`src/hw/rtl/periodic_image_contact_finder_macros.svh`:
```
// assertion macros for the contact finder
`ifndef PERIODIC_IMAGE_CONTACT_FINDER_MACROS_SVH
`define PERIODIC_IMAGE_CONTACT_FINDER_MACROS_SVH

`ifndef SYNTHESIS
`define PCF_ASSERT(lbl, clk, rst_n, cond) \
  lbl: assert property (@(posedge clk) disable iff (!rst_n) (cond)) \
    else $error("pcf assertion failed");
`define PCF_ASSERT_NEXT(lbl, clk, rst_n, ante, cons) \
  lbl: assert property (@(posedge clk) disable iff (!rst_n) (ante) |=> (cons)) \
    else $error("pcf assertion failed");
`else
`define PCF_ASSERT(lbl, clk, rst_n, cond)
`define PCF_ASSERT_NEXT(lbl, clk, rst_n, ante, cons)
`endif

`endif

```
`src/hw/rtl/pcf_pkg.sv`:
```
package pcf_pkg;

  localparam int MAX_ATOMS   = 64;
  localparam int IMAGE_REACH = 1;
  localparam int NIMG        = 2 * IMAGE_REACH + 1;

  localparam int IW   = $clog2(MAX_ATOMS);
  localparam int CW   = $clog2(MAX_ATOMS + 1);
  localparam int POSW = 24;
  localparam int BOXW = 23;
  localparam int DW   = POSW + 1;
  localparam int VW   = DW + 2;
  localparam int AW   = VW - 1;
  localparam int SQW  = 52;
  localparam int OIW  = 6;

  // configuration register indexes
  localparam logic [1:0] REG_BOX_X  = 2'd0;
  localparam logic [1:0] REG_BOX_Y  = 2'd1;
  localparam logic [1:0] REG_BOX_Z  = 2'd2;
  localparam logic [1:0] REG_CUTOFF = 2'd3;

  typedef logic [2:0][POSW-1:0] pos_t;
  typedef logic [2:0][BOXW-1:0] box_t;

  // token that walks through the distance unit
  typedef struct packed {
    logic          vld;
    logic          fin;
    logic [IW-1:0] idx;
  } pcf_ctl_t;

endpackage

```
`src/hw/rtl/pcf_cell.sv`:
```
module pcf_cell (
  input  logic          clk_i,
  input  logic          rot_i,
  input  logic          ld_i,
  input  pcf_pkg::pos_t nb_i,
  input  pcf_pkg::pos_t probe_i,
  output pcf_pkg::pos_t pos_o
);
  import pcf_pkg::*;

  pos_t pos_q;

  // one stored atom: shifts toward the head or takes the new atom
  always_ff @(posedge clk_i) begin
    if (rot_i) begin
      pos_q <= nb_i;
    end else if (ld_i) begin
      pos_q <= probe_i;
    end
  end

  assign pos_o = pos_q;

endmodule

```
`config.mk`:
```
export PLATFORM = sky130hd
export DESIGN_NAME = pcf_cell
export DESIGN_NICKNAME = d
export VERILOG_FILES = /design/src/hw/rtl/periodic_image_contact_finder_macros.svh /design/src/hw/rtl/pcf_pkg.sv /design/src/hw/rtl/pcf_cell.sv
export SDC_FILE = /design/constraint.sdc
export NUM_CORES = 1
export LEC_CHECK = 0
export BUFFER_PORTS_ARGS = -buffer_cell sky130_fd_sc_hd__clkbuf_2
export CORE_ASPECT_RATIO = 1.4
export CORE_MARGIN = 2
export CORE_UTILIZATION = 38
export CTS_CLUSTER_SIZE = 28
export DETAILED_ROUTE_END_ITERATION = 6
export PLACE_DENSITY = 0.76
export SLEW_MARGIN = 10
export SYNTH_ARGS = -nofsm -noshare
export SYNTH_HDL_FRONTEND = slang
export SYNTH_SLANG_ARGS = --single-unit
```
`constraint.sdc`:
```
create_clock -name clk_i -period 2.85 [get_ports clk_i]
set_input_delay 0.4275 -clock clk_i [delete_from_list [all_inputs] [get_ports clk_i]]
set_output_delay 0.4275 -clock clk_i [all_outputs]
set_load 0.01 [all_outputs]
```
==> qor.csv, run 1 <==
metric,value,unit
result of the run,finished clean,
peak fanout along the critical path,72,
post-synthesis instance area,3390,sq um
Top Ports,219,
effective utilization at floorplan,0.394,
average cell area after synthesis,22.2,sq um
maximum number of pins on one net before global-route repair,73,
fmax,0.778,GHz
"Reg clk slew, reported paths",50,ps
CTS H-tree lvls,3,
worst voltage drop across the vdd grid,0.350,mV
antenna violations before repair,0,
total vias in the final route,2176,
startpoint class of the critical path,input pin,
GRT Util Overall,0.146,
remaining global-route overflow,0,
Routed wire per std cell,14.7,microns
final wirelength,7.12,mm
"Data arrival, critical path",1360,ps
worst-case clock buffer depth,2,
final slew viol count,0,
synthesized netlist cell count,153,
weighted congestion at the end of routability-driven global placement,0.738,
number of nets in the finished design,523,
share of final-layout standard cells stronger than drive strength 1,0.803,
buffers added on ports,218,
leakage power,0.00236,uW
number of failing hold endpoints at the final stage,0,
cts hold-fix bufs,0,
top cell type by total area after synthesis,sky130_fd_sc_hd__edfxtp_1,
synthesized flop and latch total,72,
count of max-cap constraint violations,0,
antenna cell count,0,
Rows,40,
cell chosen for the clock root,sky130_fd_sc_hd__clkbuf_16,
CTS resizes,0,
critical path endpoint category,flop,
required time of the critical path,2920,ps
power density over the cells,578,nW/um^2
total clock sinks,72,
flip-flop count of the largest register after layout,72,
die height,116,microns
DP Wirelength,5.66,mm
total setup buffers inserted after CTS,0,
area share of the largest cell type after synthesis,0.638,
cts bufs inserted,9,
type of the worst setup path,in -> reg,
post-synthesis net count,300,
TritonCTS clock tree,built,
number of warnings issued by yosys,0,
start point of the worst min-delay path,nb_i[19],
Area Overhead vs Synth,40.4,%
number of global-route vias before repair,2241,
vias per cell,4.49,
number of iterations in the first detailed-routing pass,4,
Die ar.,9700,sq um
detailed-route DRC error count,0,
Sum Neg Setup Slack,0,ps
cells taking the most area after synthesis,"sky130_fd_sc_hd__edfxtp_1 64%, sky130_fd_sc_hd__mux2_4 31%, sky130_fd_sc_hd__buf_12 4.1%",
library cells used by synthesis,6,
register area share after synthesis,0.638,
first-pass GRT wire length,10.6,mm
utilization after layout,0.553,
Min Hold Slack,402,ps
die width,83.8,microns
final critical delay including setup and external delays,1290,ps
RSZ-0062 raised after global routing,false,
actual slew at the worst max-slew pin,532,ps
Hold Crit Class,in -> reg,
overall power consumption,2750,uW
DRT antenna net count,0,
number of fillers in the final layout,742,
final worst-path cycle share,0.451,
max-slew headroom at the worst pin,0.645,
crit path launch,rot_i,
area of the placeable core,8610,sq um
endpoints failing setup,0,
Initial DRC Count,71,
-- metal layers --
metal	global-route usage	share of wire	vias up
li1	-	-	1049
met1	0.151	0.36	997
met2	0.257	0.54	119
met3	0.0613	0.086	11
met4	0.0699	0.022	0
met5	0	0	-
-- stage by stage --
step           std cells  setup slack [ps]  area, sq um
6_report             485              1560         4760
5_1_grt              485              1520         4760
4_1_cts              485              1550         4760
3_5_place_dp         470              1210         4510
3_3_place_gp         470              1240         4510
2_1_floorplan        153              38.0         3390
-- Yosys cell counts --
master,instances
sky130_fd_sc_hd__mux2_4,69
sky130_fd_sc_hd__mux2_2,3
sky130_fd_sc_hd__edfxtp_1,72
sky130_fd_sc_hd__or2_1,1
sky130_fd_sc_hd__buf_6,1
sky130_fd_sc_hd__buf_12,7
-- logic make-up after synthesis --
logic type | after synthesis | synth area share
AND/OR/NAND/NOR | 1 | 0.00185
flip-flops | 72 | 0.638
multiplexers | 72 | 0.316
buffers and inverters | 8 | 0.0447
-- final timing paths --
path / to / slack, ps / depth (start not counted)
max: pos_o[67]$_DFFE_PP_ / 1560 / 3
min: pos_o[19]$_DFFE_PP_ / 400 / 2
-- cell usage in the layout, fill, tap and decap left out --
master / instances
sky130_fd_sc_hd__mux2_2: 3
sky130_fd_sc_hd__clkbuf_2: 217
sky130_fd_sc_hd__clkbuf_1: 1
sky130_fd_sc_hd__buf_12: 2
sky130_fd_sc_hd__clkinvlp_4: 1
sky130_fd_sc_hd__clkinv_1: 2
sky130_fd_sc_hd__edfxtp_1: 72
sky130_fd_sc_hd__clkbuf_16: 9
sky130_fd_sc_hd__clkinv_2: 2
sky130_fd_sc_hd__mux2_4: 69
sky130_fd_sc_hd__or2_4: 1
sky130_fd_sc_hd__buf_4: 1
-- final cells by class --
| cell class | instances | area, sq um | share of cell area |
|---|---|---|---|
| clock buffer | 10 | 229 | 0.0481 |
| tap | 105 | 131 | 0.0276 |
| sequential | 72 | 2160 | 0.454 |
| multi-input combinational | 73 | 1080 | 0.227 |
| clock inverter | 5 | 25.0 | 0.00526 |
| timing repair buffer | 220 | 1130 | 0.238 |
-- report_power, final --
| part | switching (uW) | internal [uW] | leakage (uW) |
|---|---|---|---|
| sequential | 31.0 | 1300 | 0.000734 |
| clock | 374 | 573 | 0.000123 |
| combinational | 203 | 266 | 0.00151 |
| total | 608 | 2140 | 0.00236 |
-- worst max-delay path: stages --
cell and delay (ps):
sky130_fd_sc_hd__buf_4 100, sky130_fd_sc_hd__buf_12 400, sky130_fd_sc_hd__mux2_4 350
Note: power is estimated with default switching activity, not from simulation.
==> run 2: changes to the inputs <==
--- a/config.mk
+++ b/config.mk
@@ -5,13 +5,14 @@
 export SDC_FILE = /design/constraint.sdc
 export NUM_CORES = 1
 export LEC_CHECK = 0
+export ABC_AREA = 1
 export BUFFER_PORTS_ARGS = -buffer_cell sky130_fd_sc_hd__clkbuf_2
 export CORE_ASPECT_RATIO = 1.4
 export CORE_MARGIN = 2
-export CORE_UTILIZATION = 38
+export CORE_UTILIZATION = 41
 export CTS_CLUSTER_SIZE = 28
 export DETAILED_ROUTE_END_ITERATION = 6
-export PLACE_DENSITY = 0.76
+export PLACE_DENSITY = 0.8
 export SLEW_MARGIN = 10
 export SYNTH_ARGS = -nofsm -noshare
 export SYNTH_HDL_FRONTEND = slang
==> constraint.sdc (replaced) <==
create_clock -name clk_i -period 1.2 [get_ports clk_i]
set_input_delay 0.18 -clock clk_i [delete_from_list [all_inputs] [get_ports clk_i]]
set_output_delay 0.18 -clock clk_i [all_outputs]
set_load 0.01 [all_outputs]
==> run 2 against run 1 <==
Effect of this change: core utilization grew 4.9 points; total power grew 110%; critical path depth fell by 2; first-iteration DRC count grew 120%; routed wire length up 5.9%; sequential share of layout area is 3.4 points higher; setup slack got worse by 1400 ps; combinational power is 110% higher; synthesized cell count is 99% higher; final area shrank 7.0%; final cell count up 29%; critical path type is now reg -> out; critical endpoint is now pos_o[8]; largest power group unchanged.
==> qor.csv, run 2 <==
metric,value,unit
CTS resizes,0,
die width,77.8,microns
antenna cell count,0,
count of max-cap constraint violations,0,
critical path endpoint category,output port,
cell types with the highest counts after synthesis,"216 x sky130_fd_sc_hd__nand2_1, 72 x sky130_fd_sc_hd__edfxtp_1, 8 x sky130_fd_sc_hd__clkbuf_8, 7 x sky130_fd_sc_hd__buf_2",
path length in cells of the critical path,1,
average cell area after synthesis,10.3,sq um
crit path launch,pos_o[8]$_DFFE_PP_,
TritonCTS clock tree,built,
die height,107,microns
number of fillers in the final layout,628,
cell depth of the worst hold path,3,
total clock sinks,72,
post-route cell area,4430,sq um
worst-case clock buffer depth,2,
Area after DPL,4270,sq um
leakage power,0.00241,uW
first-pass GRT wire length,12.0,mm
Top Ports,219,
worst stage delay on the critical path,390,ps
effective utilization at floorplan,0.425,
Routed wire per std cell,12.0,microns
top cell type by total area after synthesis,sky130_fd_sc_hd__edfxtp_1,
power density over the cells,1290,nW/um^2
share of total power in combinational logic,0.174,
slowest stage cell on the critical path,sky130_fd_sc_hd__edfxtp_1,
cell with the most instances after synthesis,sky130_fd_sc_hd__nand2_1,
"EDFF count, synth",72,
buffers added on ports,218,
start point of the worst min-delay path,probe_i[10],
clock share of power,0.272,
fmax,0.953,GHz
number of failing hold endpoints at the final stage,0,
Area Overhead vs Synth,41.6,%
antenna violations before repair,0,
GRT Util Overall,0.186,
final slew viol count,0,
Rows,37,
cts bufs inserted,9,
library cells used by synthesis,6,
flip-flop count of the largest register after layout,72,
Buf/Inv on CP,1,
area share of the largest cell type after synthesis,0.691,
cell chosen for the clock root,sky130_fd_sc_hd__clkbuf_8,
CTS H-tree lvls,3,
DP Wirelength,5.81,mm
P_int,4260,uW
max-slew headroom at the worst pin,0.728,
fraction of registers with async set or reset after synthesis,0,
final worst-path cycle share,0.875,
remaining global-route overflow,0,
cells taking the most area after synthesis,"sky130_fd_sc_hd__edfxtp_1 69%, sky130_fd_sc_hd__nand2_1 26%, sky130_fd_sc_hd__clkbuf_8 3.5%",
number of iterations in the first detailed-routing pass,5,
area of the placeable core,7360,sq um
"Critical Path, Cell by Cell",clkbuf_2,
"Data arrival, critical path",870,ps
Hold Crit Class,in -> reg,
type of the worst setup path,reg -> out,
dominant register cell in the synthesized netlist,sky130_fd_sc_hd__edfxtp_1,
result of the run,finished clean,
final critical delay including setup and external delays,1050,ps
worst voltage drop across the vdd grid,0.768,mV
most frequent cells in the layout,"218 x sky130_fd_sc_hd__clkbuf_2, 216 x sky130_fd_sc_hd__nand2_1, 72 x sky130_fd_sc_hd__edfxtp_1, 9 x sky130_fd_sc_hd__clkbuf_8, 4 x sky130_fd_sc_hd__clkinv_2",
sw frac,0.253,
post-synthesis instance area,3130,sq um
DRT antenna net count,0,
"Reg clk slew, reported paths",70,ps
register area share after synthesis,0.691,
number of global-route vias before repair,2786,
"commonest non-fill, non-tap cell in the layout",sky130_fd_sc_hd__clkbuf_2,
final wirelength,7.54,mm
actual slew at the worst max-slew pin,408,ps
endpoints failing setup,0,
Initial DRC Count,156,
peak fanout along the critical path,1,
Sum Neg Setup Slack,0,ps
number of warnings issued by yosys,0,
post-synthesis net count,452,
Die ar.,8350,sq um
weighted congestion at the end of routability-driven global placement,0.810,
share of total power in sequential cells,0.554,
number of nets in the finished design,671,
Net Sw Power,1440,uW
cts hold-fix bufs,0,
synthesized flop and latch total,72,
startpoint class of the critical path,flop,
maximum number of pins on one net before global-route repair,73,
detailed-route DRC error count,0,
RSZ-0062 raised after global routing,false,
synthesized netlist cell count,305,
total setup buffers inserted after CTS,0,
required time of the critical path,1020,ps
kind of cell adding the most delay to the critical path,flip-flops,
vias per cell,4.55,
total vias in the final route,2846,
share of final-layout standard cells stronger than drive strength 1,0.450,
run 2: cell count changes in the layout (fill, tap and decap cells not counted), sizes merged:
cell	before	now
clkbuf	227	229
mux2	72	0
inv	0	1
nand2	0	216
clkinvlp	1	0
clkinv	4	5
buf	3	5
run 2: cell type report:
cell class	instances	area, sq um	share of cell area
multi-input cells	217	820	0.185
repair buffers	223	1170	0.263
well taps	97	121	0.0274
clock inverters	5	23.8	0.00537
clock buffers	11	131	0.0297
inverters	1	3.75	0.000848
flip-flops and latches	72	2160	0.488
run 2: final timing paths:
path | end | slack [ps]
worst max-delay path | pos_o[8] | 150
worst min-delay path | pos_o[10]$_DFFE_PP_ | 100
run 2: routing by layer:
layer	track usage	wire, microns	vias to the layer above
li1	-	-	1414
met1	0.185	2620	1256
met2	0.334	3960	144
met3	0.0478	601	32
met4	0.128	356	0
met5	0	0	-
run 2: per-stage QoR:
step / hold slack, ps / worst slack (ps) / utilization / power [uW] / instances
4_1_cts: 84.8 / 128 / 0.602 / 5780 / 626
5_1_grt: 97.3 / 112 / 0.602 / 5970 / 626
3_3_place_gp: 445 / 187 / 0.580 / 4190 / 610
6_report: 103 / 150 / 0.602 / 5700 / 626
3_5_place_dp: 449 / 171 / 0.580 / 4220 / 610
2_1_floorplan: 359 / -86.4 / - / 3660 / 305
run 2: logic make-up after synthesis:
group	count (synthesis)	share of synthesized area
simple gates	217	0.261
flops	72	0.691
buf+inv	16	0.0476
run 2: power by group through the flow:
stage | Sequential, uW | Combinational, uW | Clock [uW]
2_1_floorplan | 3370 | 290 | 0
3_3_place_gp | 3210 | 983 | 0
5_1_grt | 3180 | 1100 | 1690
3_5_place_dp | 3220 | 1000 | 0
6_report | 3160 | 992 | 1550
4_1_cts | 3160 | 1010 | 1610
